File: src/hdl/hgld_pkg.sv
// Shared widths and controller/datapath interface types for the hex grid line drawer.
package hgld_pkg;

    // Field widths on the ports.
    localparam int COORD_W = 5;
    localparam int S_W     = 6;
    localparam int IN_TDATA_W  = 24;
    localparam int OUT_TDATA_W = 16;

    // Internal widths, sized for the largest supported coordinate limit.
    localparam int DELTA_W = 7;   // q, r and s deltas, signed
    localparam int N_W     = 6;   // hex distance, unsigned
    localparam int INT_W   = 7;   // integer part of a coordinate, signed
    localparam int REM_W   = 8;   // remainder plus one delta, signed
    localparam int KEY_W   = 9;   // rounding difference ordering key

    typedef struct packed {
        logic load;   // capture the endpoints of a new item
        logic init;   // compute the distance and clear the walk state
        logic step;   // emit the current cell and advance one step
    } t_dp_cmd;

    typedef struct packed {
        logic done;   // the current cell is the end cell
    } t_dp_status;

endpackage

File: src/hdl/hgld_ctrl.sv
// Sequencing state machine for the hex grid line drawer.
module hgld_ctrl (
    input  logic                i_clk,
    input  logic                i_rst_n,
    input  logic                i_s_tvalid,
    output logic                o_s_tready,
    output logic                o_m_tvalid,
    input  logic                i_m_tready,
    input  hgld_pkg::t_dp_status i_status,
    output hgld_pkg::t_dp_cmd   o_cmd
);
    import hgld_pkg::*;

    localparam logic [1:0] ST_IDLE  = 2'd0;
    localparam logic [1:0] ST_SETUP = 2'd1;
    localparam logic [1:0] ST_RUN   = 2'd2;

    logic [1:0] r_state;
    logic [1:0] n_state;
    logic       r_out_valid;
    logic       n_out_valid;
    logic       slot_free;

    assign slot_free  = !r_out_valid || i_m_tready;
    assign o_s_tready = (r_state == ST_IDLE);
    assign o_m_tvalid = r_out_valid;

    always_comb begin
        n_state    = r_state;
        o_cmd.load = 1'b0;
        o_cmd.init = 1'b0;
        o_cmd.step = 1'b0;
        unique case (r_state)
            ST_IDLE: begin
                if (i_s_tvalid) begin
                    o_cmd.load = 1'b1;
                    n_state    = ST_SETUP;
                end
            end
            ST_SETUP: begin
                o_cmd.init = 1'b1;
                n_state    = ST_RUN;
            end
            ST_RUN: begin
                if (slot_free) begin
                    o_cmd.step = 1'b1;
                    if (i_status.done) begin
                        n_state = ST_IDLE;
                    end
                end
            end
            default: begin
                n_state = ST_IDLE;
            end
        endcase
    end

    // The output slot refills on a step; otherwise it empties when the sink takes it.
    always_comb begin
        n_out_valid = r_out_valid;
        if (o_cmd.step) begin
            n_out_valid = 1'b1;
        end else if (i_m_tready) begin
            n_out_valid = 1'b0;
        end
    end

    always_ff @(posedge i_clk) begin
        if (!i_rst_n) begin
            r_state     <= ST_IDLE;
            r_out_valid <= 1'b0;
        end else begin
            r_state     <= n_state;
            r_out_valid <= n_out_valid;
        end
    end

endmodule

File: src/hdl/hgld_dp.sv
// Datapath: endpoint capture, distance, exact incremental walk and cube rounding.
module hgld_dp #(
    parameter int COORD_LIMIT = 15
) (
    input  logic                      i_clk,
    input  logic [hgld_pkg::IN_TDATA_W-1:0] i_tdata,
    input  hgld_pkg::t_dp_cmd         i_cmd,
    output hgld_pkg::t_dp_status      o_status,
    output logic [hgld_pkg::OUT_TDATA_W-1:0] o_tdata,
    output logic                      o_tlast
);
    import hgld_pkg::*;

    localparam logic signed [COORD_W-1:0] LIM_POS = COORD_W'(COORD_LIMIT);
    localparam logic signed [COORD_W-1:0] LIM_NEG = COORD_W'(-COORD_LIMIT);

    function automatic logic signed [COORD_W-1:0] clamp(input logic signed [COORD_W-1:0] v);
        logic signed [COORD_W-1:0] c;
        c = v;
        if (v > LIM_POS) begin
            c = LIM_POS;
        end else if (v < LIM_NEG) begin
            c = LIM_NEG;
        end
        return c;
    endfunction

    function automatic logic [DELTA_W-1:0] absd(input logic signed [DELTA_W-1:0] v);
        return v[DELTA_W-1] ? DELTA_W'(-v) : DELTA_W'(v);
    endfunction

    // One coordinate advanced by its delta, remainder kept in [0, den).
    function automatic logic [INT_W+REM_W-1:0] advance(
        input logic signed [INT_W-1:0]   ip,
        input logic signed [REM_W-1:0]   rm,
        input logic signed [DELTA_W-1:0] dl,
        input logic [N_W-1:0]            den
    );
        logic signed [REM_W-1:0] t;
        logic signed [REM_W-1:0] dn;
        logic signed [INT_W-1:0] ni;
        logic signed [REM_W-1:0] nr;
        t  = rm + REM_W'(dl);
        dn = $signed(REM_W'(den));
        ni = ip;
        nr = t;
        if (t >= dn) begin
            nr = t - dn;
            ni = ip + INT_W'(1);
        end else if (t < 0) begin
            nr = t + dn;
            ni = ip - INT_W'(1);
        end
        return {ni, nr};
    endfunction

    // Captured endpoints.
    logic signed [COORD_W-1:0] r_aq, r_ar, r_bq, r_br;
    // Walk state.
    logic signed [DELTA_W-1:0] r_dq, r_dr, r_ds;
    logic [N_W-1:0]            r_n, r_den, r_cnt;
    logic signed [INT_W-1:0]   r_iq, r_ir, r_is;
    logic signed [REM_W-1:0]   r_rq, r_rr, r_rs;
    // Output register.
    logic signed [COORD_W-1:0] r_cell_q, r_cell_r;
    logic signed [S_W-1:0]     r_cell_s;
    logic                      r_last;

    // Distance.
    logic signed [DELTA_W-1:0] dq, dr, ds;
    logic [DELTA_W:0]          dsum;
    logic [N_W-1:0]            nn;

    assign dq   = DELTA_W'(r_bq) - DELTA_W'(r_aq);
    assign dr   = DELTA_W'(r_br) - DELTA_W'(r_ar);
    assign ds   = -dq - dr;
    assign dsum = (DELTA_W+1)'(absd(dq)) + (DELTA_W+1)'(absd(dr)) + (DELTA_W+1)'(absd(ds));
    assign nn   = N_W'(dsum >> 1);

    // Rounding of the current point.
    logic [N_W-1:0]          mq, mr, ms;
    logic [N_W:0]            twq, twr, tws;
    logic                    up_q, up_r, up_s;
    logic [KEY_W-1:0]        kq, kr, ks;
    logic signed [INT_W-1:0] qi, ri, si, fq, fr, fs;

    assign mq  = N_W'(r_rq);
    assign mr  = N_W'(r_rr);
    assign ms  = N_W'(r_rs);
    assign twq = {mq, 1'b0};
    assign twr = {mr, 1'b0};
    assign tws = {ms, 1'b0};
    // A q or r tie rounds up, an s tie rounds down.
    assign up_q = twq >= (N_W+1)'(r_den);
    assign up_r = twr >= (N_W+1)'(r_den);
    assign up_s = tws >  (N_W+1)'(r_den);

    assign qi = r_iq + INT_W'(up_q);
    assign ri = r_ir + INT_W'(up_r);
    assign si = r_is + INT_W'(up_s);

    // Keys order the rounding errors with the nudge as the tie-breaking minor term.
    always_comb begin
        kq = up_q ? {(KEY_W-3)'(r_den - mq), 3'b000} + KEY_W'(3)
                  : {(KEY_W-3)'(mq), 3'b000} + KEY_W'(5);
        kr = up_r ? {(KEY_W-3)'(r_den - mr), 3'b000} + KEY_W'(3)
                  : {(KEY_W-3)'(mr), 3'b000} + KEY_W'(5);
        if (up_s) begin
            ks = {(KEY_W-3)'(r_den - ms), 3'b000} + KEY_W'(6);
        end else if (ms == '0) begin
            ks = KEY_W'(6);
        end else begin
            ks = {(KEY_W-3)'(ms), 3'b000} + KEY_W'(2);
        end
    end

    always_comb begin
        fq = qi;
        fr = ri;
        fs = si;
        priority if (kq > kr && kq > ks) begin
            fq = -ri - si;
        end else if (kr > ks) begin
            fr = -qi - si;
        end else begin
            fs = -qi - ri;
        end
    end

    logic [INT_W+REM_W-1:0] adv_q, adv_r, adv_s;
    assign adv_q = advance(r_iq, r_rq, r_dq, r_den);
    assign adv_r = advance(r_ir, r_rr, r_dr, r_den);
    assign adv_s = advance(r_is, r_rs, r_ds, r_den);

    always_ff @(posedge i_clk) begin
        if (i_cmd.load) begin
            r_aq <= clamp(i_tdata[COORD_W-1:0]);
            r_ar <= clamp(i_tdata[2*COORD_W-1:COORD_W]);
            r_bq <= clamp(i_tdata[3*COORD_W-1:2*COORD_W]);
            r_br <= clamp(i_tdata[4*COORD_W-1:3*COORD_W]);
        end
        if (i_cmd.init) begin
            r_dq  <= dq;
            r_dr  <= dr;
            r_ds  <= ds;
            r_n   <= nn;
            r_den <= (nn == '0) ? N_W'(1) : nn;
            r_cnt <= '0;
            r_iq  <= INT_W'(r_aq);
            r_ir  <= INT_W'(r_ar);
            r_is  <= -INT_W'(r_aq) - INT_W'(r_ar);
            r_rq  <= '0;
            r_rr  <= '0;
            r_rs  <= '0;
        end else if (i_cmd.step) begin
            {r_iq, r_rq} <= adv_q;
            {r_ir, r_rr} <= adv_r;
            {r_is, r_rs} <= adv_s;
            r_cnt        <= r_cnt + N_W'(1);
        end
        if (i_cmd.step) begin
            r_cell_q <= COORD_W'(fq);
            r_cell_r <= COORD_W'(fr);
            r_cell_s <= S_W'(fs);
            r_last   <= (r_cnt == r_n);
        end
    end

    assign o_status.done = (r_cnt == r_n);
    assign o_tdata       = {r_cell_s, r_cell_r, r_cell_q};
    assign o_tlast       = r_last;

endmodule

File: src/hdl/hex_grid_line_draw.sv
// Top level of the hex grid line drawer: controller, datapath and checks.
//
// Usage: one slave transfer on i_s_* carries a start and an end hex cell in
// cube coordinates (s is implied as -q-r). The block answers with the cells of
// the line between them, start first, one master transfer per cell on o_m_*,
// with o_m_tlast set on the end cell. The count of cells is the hex distance
// plus one, at most 4*COORD_LIMIT+1; equal endpoints give one cell.
// The input transfer captures the endpoints, the setup state computes the
// distance and the first walk step registers the first cell. The single walk
// unit then advances one cell per cycle while the receiver does not stall.
// A new item is taken only when the previous walk has finished; the last cell
// may still wait in the output register while the next item is taken.
// When the receiver stalls, the walk holds and the offered cell stays put.
// Reset (synchronous, active low) returns to idle and drops the output valid.
// Out-of-range coordinates (only -16 by default) are clamped to +-COORD_LIMIT.
module hex_grid_line_draw #(
    parameter int COORD_LIMIT = 15
) (
    input  logic        i_clk,
    input  logic        i_rst_n,
    input  logic        i_s_tvalid,
    output logic        o_s_tready,
    // start_q [4:0], start_r [9:5], end_q [14:10], end_r [19:15], zero [23:20]
    input  logic [hgld_pkg::IN_TDATA_W-1:0]  i_s_tdata,
    output logic        o_m_tvalid,
    input  logic        i_m_tready,
    // cell_q [4:0], cell_r [9:5], cell_s [15:10]
    output logic [hgld_pkg::OUT_TDATA_W-1:0] o_m_tdata,
    output logic        o_m_tlast
);
    import hgld_pkg::*;

    t_dp_cmd    cmd;
    t_dp_status status;

    hgld_ctrl u_ctrl (
        .i_clk      (i_clk),
        .i_rst_n    (i_rst_n),
        .i_s_tvalid (i_s_tvalid),
        .o_s_tready (o_s_tready),
        .o_m_tvalid (o_m_tvalid),
        .i_m_tready (i_m_tready),
        .i_status   (status),
        .o_cmd      (cmd)
    );

    hgld_dp #(
        .COORD_LIMIT (COORD_LIMIT)
    ) u_dp (
        .i_clk    (i_clk),
        .i_tdata  (i_s_tdata),
        .i_cmd    (cmd),
        .o_status (status),
        .o_tdata  (o_m_tdata),
        .o_tlast  (o_m_tlast)
    );

`ifndef ASSERT_OFF
    // After an input transfer the block is busy with setup and not ready in the next cycle.
    a_busy_after_accept: assert property (@(posedge i_clk) disable iff (!i_rst_n)
        (i_s_tvalid && o_s_tready) |=> !o_s_tready)
        else $error("input accepted again right after a transfer");

    // Every emitted cell lies on the cube plane q + r + s = 0.
    a_cube_plane: assert property (@(posedge i_clk) disable iff (!i_rst_n)
        o_m_tvalid |-> ($signed({{2{o_m_tdata[4]}}, o_m_tdata[4:0]})
                       + $signed({{2{o_m_tdata[9]}}, o_m_tdata[9:5]})
                       + $signed({o_m_tdata[15], o_m_tdata[15:10]})) == 7'sd0)
        else $error("emitted cell is off the cube plane");

    // Returning to idle coincides with the end cell being offered.
    a_idle_after_last: assert property (@(posedge i_clk) disable iff (!i_rst_n)
        $rose(o_s_tready) |-> (o_m_tvalid && o_m_tlast))
        else $error("walk ended without offering the end cell");
`endif

endmodule
File: config.mk
export PLATFORM = sky130hd
export DESIGN_NAME = hex_grid_line_draw
export DESIGN_NICKNAME = d
export VERILOG_FILES = /design/src/hdl/hgld_pkg.sv /design/src/hdl/hgld_ctrl.sv /design/src/hdl/hgld_dp.sv /design/src/hdl/hex_grid_line_draw.sv
export SDC_FILE = /design/constraint.sdc
export NUM_CORES = 1
export LEC_CHECK = 0
export ABC_AREA = 1
export BUFFER_PORTS_ARGS = -buffer_cell sky130_fd_sc_hd__buf_2
export CAP_MARGIN = 0
export CORE_MARGIN = 1
export CORE_UTILIZATION = 55
export DETAILED_ROUTE_END_ITERATION = 10
export GPL_TIMING_DRIVEN = 0
export PLACE_DENSITY = 0.72
export SETUP_SLACK_MARGIN = 0.2
export SLEW_MARGIN = 40
export SYNTH_ARGS = -nofsm -noshare
export SYNTH_HDL_FRONTEND = slang
export SYNTH_HIERARCHICAL = 1
export SYNTH_SLANG_ARGS = --single-unit
export TNS_END_PERCENT = 10
File: constraint.sdc
create_clock -name i_clk -period 11.7 [get_ports i_clk]
set_input_delay 2.34 -clock i_clk [delete_from_list [all_inputs] [get_ports i_clk]]
set_output_delay 2.34 -clock i_clk [all_outputs]
set_load 0.01 [all_outputs]
* After elaboration in Yosys (flattened, before gate mapping)
Cells that the tools add are included.
** Storage, ports and cells
- Bits in writable memories :: 0
- Memory bits (read-only) :: 0
- Flip-flop bits (word level) :: 122
- Input bits :: 28
- Bits in latches :: 0
- Output and inout port bits :: 19
- Memories :: 0
** Operators by class
- Reduce and logical (&&, ||, !) cells :: 19
- Add/sub/neg operators :: 43
- Shift-type cells :: 0
- Eq/ne operators :: 6
- Bitwise gates (word level) :: 0
- Muxes and demuxes :: 45
- Magnitude comparators :: 20
- Multipliers :: 0
- Div/mod/pow operators :: 0
** Operators by type and width (number)
- 7-bit two-way mux :: 15
- 8-bit two-way mux :: 6
- 9-bit two-way mux :: 4
- 5-bit two-way mux :: 7
- 8-bit by 7-bit adder with 8-bit output :: 4
- 9-bit by 2-bit adder with 9-bit output (second input constant) :: 3
- 9-bit by 3-bit adder with 9-bit output (second input constant) :: 3
- 9-bit greater-than comparator :: 3
- 8-bit by 7-bit greater-or-equal comparator with 1-bit output :: 3
- 8-bit by 1-bit less-than comparator with 1-bit output (second input constant) :: 3
- 6-bit subtractor :: 4
- 8-bit by 7-bit subtractor with 8-bit output :: 3
- 7-bit by 2-bit adder with 7-bit output (second input constant) :: 3
- 7-bit by 2-bit subtractor with 7-bit output (second input constant) :: 3
- 5-bit greater-than comparator (second input constant) :: 4
- 5-bit less-than comparator (second input constant) :: 4
- 6-bit by 1-bit adder with 6-bit output :: 3
- 8-bit by 6-bit adder with 8-bit output :: 2
- 7-bit adder :: 2
- 7-bit by 6-bit greater-or-equal comparator with 1-bit output :: 2
- 6-bit negator with 7-bit output :: 2
- 6-bit logical NOT :: 2
- 6-bit two-way mux :: 2
- 5-bit by 5-bit subtractor with 6-bit output :: 2
- other kinds (26) :: 44

* Longest topological paths before layout
- Word-level depth :: 7
- Depth in mapped cells :: 32

* Modules after synthesis
Netlist, hierarchy kept.
** Modules (own cells, without submodules)
- hgld_dp :: instances 1, cells each 1620, area each 12185.4 um^2, seq. area each 3183.1 um^2
- hgld_ctrl :: instances 1, cells each 21, area each 141.4 um^2, seq. area each 60.1 um^2

* Least setup slack after synthesis
Ideal clock, no wire load.
- Path type :: register to register
- Start :: register u_dp.r_aq[0]
- End :: register u_dp.r_den[0] (data pin)
- Cell stages (with the launch flop) :: 28
- Required time :: 11.448 ns
- Setup slack :: 6.781 ns
- Path buffers :: 0
- Library setup time :: 0.252 ns
- Data arrival time :: 4.667 ns
- Cell sequence :: edfxtp_1 -> ha_1 -> fa_1 -> or2_2 -> nand2_1 -> nor3_1 -> nor3b_1 -> ha_1 -> inv_1 -> ha_1 -> a21oi_1 -> o21ai_0 -> a21oi_1 -> inv_1 -> nand3_1 -> nand2_2 -> nand2_1 -> o21ai_0 -> fa_1 -> ha_1 -> inv_1 -> fa_1 -> o21ai_0 -> a21oi_1 -> xnor2_1 -> nor4_1 -> nand2_1 -> nand2_1
** RTL lines
- start, declared :: RTL line hgld_dp.sv:58 : logic signed [COORD_W-1:0] r_aq, r_ar, r_bq, r_br;
- start signal, assigned :: RTL line hgld_dp.sv:137 : r_aq <= clamp(i_tdata[COORD_W-1:0]);
- 5-bit by 5-bit subtractor with 6-bit output :: RTL line hgld_dp.sv:74 : assign dq = DELTA_W'(r_bq) - DELTA_W'(r_aq);
- named net u_dp.dq[2] :: RTL line hgld_dp.sv:70 : logic signed [DELTA_W-1:0] dq, dr, ds;
- 6-bit negator with 7-bit output :: RTL line hgld_dp.sv:76 : assign ds = -dq - dr;
- 7-bit by 6-bit subtractor with 7-bit output :: RTL line hgld_dp.sv:76
- named net u_dp.ds[6] :: RTL line hgld_dp.sv:70
- 7-bit two-way mux :: RTL line hgld_dp.sv:29 : return v[DELTA_W-1] ? DELTA_W'(-v) : DELTA_W'(v);
- 7-bit adder :: RTL line hgld_dp.sv:77 : assign dsum = (DELTA_W+1)'(absd(dq)) + (DELTA_W+1)'(absd(dr)) + (DELTA_W+1)'(absd(ds));
- named net u_dp.dsum[5] :: RTL line hgld_dp.sv:71 : logic [DELTA_W:0] dsum;
- 6-bit logical NOT :: RTL line hgld_dp.sv:147 : r_den <= (nn == '0) ? N_W'(1) : nn;
- end signal, assigned :: RTL line hgld_dp.sv:147
- end, declared :: RTL line hgld_dp.sv:61 : logic [N_W-1:0] r_n, r_den, r_cnt;
The timed path passes the listed nets, and every way through them passes these cells.
A chain may end at the register's enable or synchronous reset.

* Worst setup path in the final report
Same ends and word-level chain as after synthesis.

==> metrics.md <==
| Metric | Value |
|---|---|
| RSZ-0062 raised after global routing | `no` |
| Vias | `roughly 11,000` |
| Netlist cell types | `44` |
| Yosys top cell area share | `20.95%` |
| Synth Warn # | `6` |
| Synth area leaders | `edfxtp_1, ha_1, nand2_1` |
| CP Class | `flop to flop` |
| 1st-pass router iterations | `6` |
| CP max FO | `8` |
| Die Span X | `151.7 um` |
| Post-synth EDFFs | `86` |
| Max-cap violation count | `0` |
| HP Class | `flop to flop` |
| Initial Util | `56.31%` |
| Setup TNS | `0 ns` |
| Final setup viols | `0` |
| Mean routed wirelength per cell | `15.73 um` |
| TritonCTS clock tree | `done` |
| FFs w/ async S/R, synth | `0%` |
| CTS Hold Bufs | `0` |
| Initial DRC Count | `607` |
| Count leader, synth | `nand2_1` |
| CTS Sinks | `119` |
| Sequential cell area | `between 3000 and 4000 um^2` |
| Root Buffer | `clkbuf_16` |
| First-pass GRT wire length | `49,650 um` |
| Crit path launch type | `flop` |
| Antenna violations before repair | `0` |
| Port Buffers | `42` |
| Core ar. | `~22,000 um^2` |
| Synth Flop Type | `edfxtp_1` |
| Post-cts resize count | `0` |
| Synth Cell Area | `12,330 um^2` |
| # Post-CTS Setup Buffers | `0` |
| Mapped Cells | `1,641` |
| CP Data Required Time | `between 10 and 15 ns` |
| Sequential element share of the synthesized area | `a little over a quarter` |
| Vias per cell | `around 5.5` |
| Crit. Startpoint | `u_dp/r_aq[0]` |
| Die area | `23,010 um^2` |
| Grt total ovfl | `0` |
| CP Capture Type | `flop` |
| Worst-Margin Slew | `0.8493 ns` |
| Launch point of the worst reg-to-reg path | `u_dp/r_aq[0]` |
| Max Clock Freq | `0.1683 GHz` |
| ANT nets after route | `0` |
| HP Start | `u_dp/r_cnt[5]` |
| # diodes | `0` |
| Vias in the first global route | `10,170` |
| Share of cells above drive strength 1 | `around 7.2%` |
| Cell type with the largest total area after synthesis | `edfxtp_1` |
| Clock buffer count from CTS | `17` |
| Fin. max-slew vios | `0` |
| Largest net degree at the start of global routing | `35` |
| Ports | `47` |
| FILL cells | `1,989` |
| Clk pin slew, worst setup/hold paths | `0.06 ns` |
| Syn Area/Cell | `7.512 um^2` |
| Clk Latency, worst-skew pair | `0.42 ns` |
| Routed Wire Length | `31,400 um` |
| Final HPWL DP | `24,720 um` |
| Slew HR | `43.38%` |
| Die Ht | `151.7 um` |
| Cell Rows | `54` |
| Gr usage total | `28.24%` |
| Htree depth | `4` |
| Multi-input logic area | `7853 um^2` |
| RePlAce Congestion | `0.9493` |
| Run status | `finished clean` |
| Nets | `1,942` |
| Register bit total from synthesis | `119` |
| Final Cycle Share | `between 50 and 60%` |
| CP arrival | `between 6 and 7 ns` |
| Number of remaining DRC errors | `0` |
| Min cycle time layout | `5.942 ns` |
| Post-synth top cells | `nand2_1, inv_1, ha_1, nand3_1, a21oi_1` |
| Clock Path Buffers | `2` |
| Fin. Hold Viols | `0` |
| Setup Skew | `around 0.013 ns` |
| Syn nets | `1,879` |
| Area Overhead vs Synth | `9.430%` |
[sequential cells by signal, summed over array words and instances (netlist names), 6 cells and up]
name and flops:
u_dp/r_cell_s 6, u_dp/r_cnt 6, u_dp/r_den 6, u_dp/r_dq 6
u_dp/r_dr 6, u_dp/r_ds 7, u_dp/r_iq 6, u_dp/r_ir 6
u_dp/r_is 6, u_dp/r_n 6, u_dp/r_rq 8, u_dp/r_rr 8
u_dp/r_rs 8
[kinds of logic (layout without fill, tap and decap cells)]
logic type      after synthesis  count (layout)  share of synthesized area (%)
simple gates                656             656                          23.09
buf+inv                     319             395                          10.06
compound gates              239             239                          10.56
fa+ha+maj                   210             210                          23.02
flops                       119             119                          26.31
xor+xnor                     98              98                          6.963
[worst max-delay path, stage by stage, from the launching register on]
cell and delay (ns):
edfxtp_1 0.48, ha_1 0.28, fa_1 0.40, o21ai_0 0.25
xor2_1 0.47, nor3b_1 0.15, ha_1 0.31, inv_1 0.04
ha_1 0.32, a21oi_1 0.15, o21ai_0 0.10, a21oi_1 0.27
inv_1 0.10, nand3_1 0.09, nand2_2 0.13, nand2_1 0.08
o21ai_0 0.10, fa_1 0.50, ha_1 0.20, inv_1 0.07
fa_1 0.42, o21ai_0 0.20, a21oi_1 0.13, xnor2_1 0.21
nor4_1 0.07, nand2_1 0.07, nand2_1 0.07
[placed cells by master (no fill, tap or decap), drive strengths merged, types with 2 or more instances in the layout]
cell type and instances:
a211oi 5, clkinv 5, o21ai 86, o21bai 6, nand2 365, nor3 16
inv 299, fa 28, nand4 26, clkbuf 30, edfxtp 86, xnor2 26
a31oi 12, nor2 98, o211ai 2, dfxtp 33, o22ai 7, o41ai 4
nand3b 10, nand3 120, xor2 72, and2 4, nor4 5, or2 11
a21oi 106, ha 182, buf 59, a21o 8
[per-stage QoR]
step	std cells	utilization, %	cell area (um^2)	worst slack [ns]	hold slack, ns
2_1_floorplan	1641	-	12330	6.781	0.4225
3_3_place_gp	1963	58.87	12890	5.920	0.4429
3_5_place_dp	1965	58.95	12900	5.767	0.4566
4_1_cts	1997	61.60	13490	5.724	0.4661
5_1_grt	1997	61.62	13490	5.325	0.4912
6_report	1997	61.62	13490	5.758	0.4663
[worst paths after layout]
| kind | to | slack (ns) | cells past startpoint |
|---|---|---|---|
| worst max-delay path | u_dp/r_den[0] | 5.76 | 26 |
| worst min-delay path | u_dp/r_cnt[5] | 0.47 | 1 |
| worst max register to register | u_dp/r_den[0] | 5.76 | 26 |
| worst min register to register | u_dp/r_cnt[5] | 0.47 | 1 |
[cell type report]
type / instances / area share, %
tap: 280 / 2.597
timing repair buffer: 44 / 1.651
clock buffer: 17 / 3.154
multi-input combinational: 1203 / 58.21
sequential: 119 / 24.04
inverter: 291 / 8.098
buffer: 28 / 1.095
clock inverter: 15 / 1.150
[metal layers]
layer / vias to the layer above / track usage [%] / part of all wire, %
met5: - / 0 / 0
met3: 62 / 4.491 / 6.1
met1: 5014 / 35.95 / 44
met4: 0 / 11.04 / 2.9
li1: 5527 / - / -
met2: 336 / 47.73 / 47
Power is not shown: default switching activity piles up to over one toggle a cycle in this logic, so the estimate is an artifact.
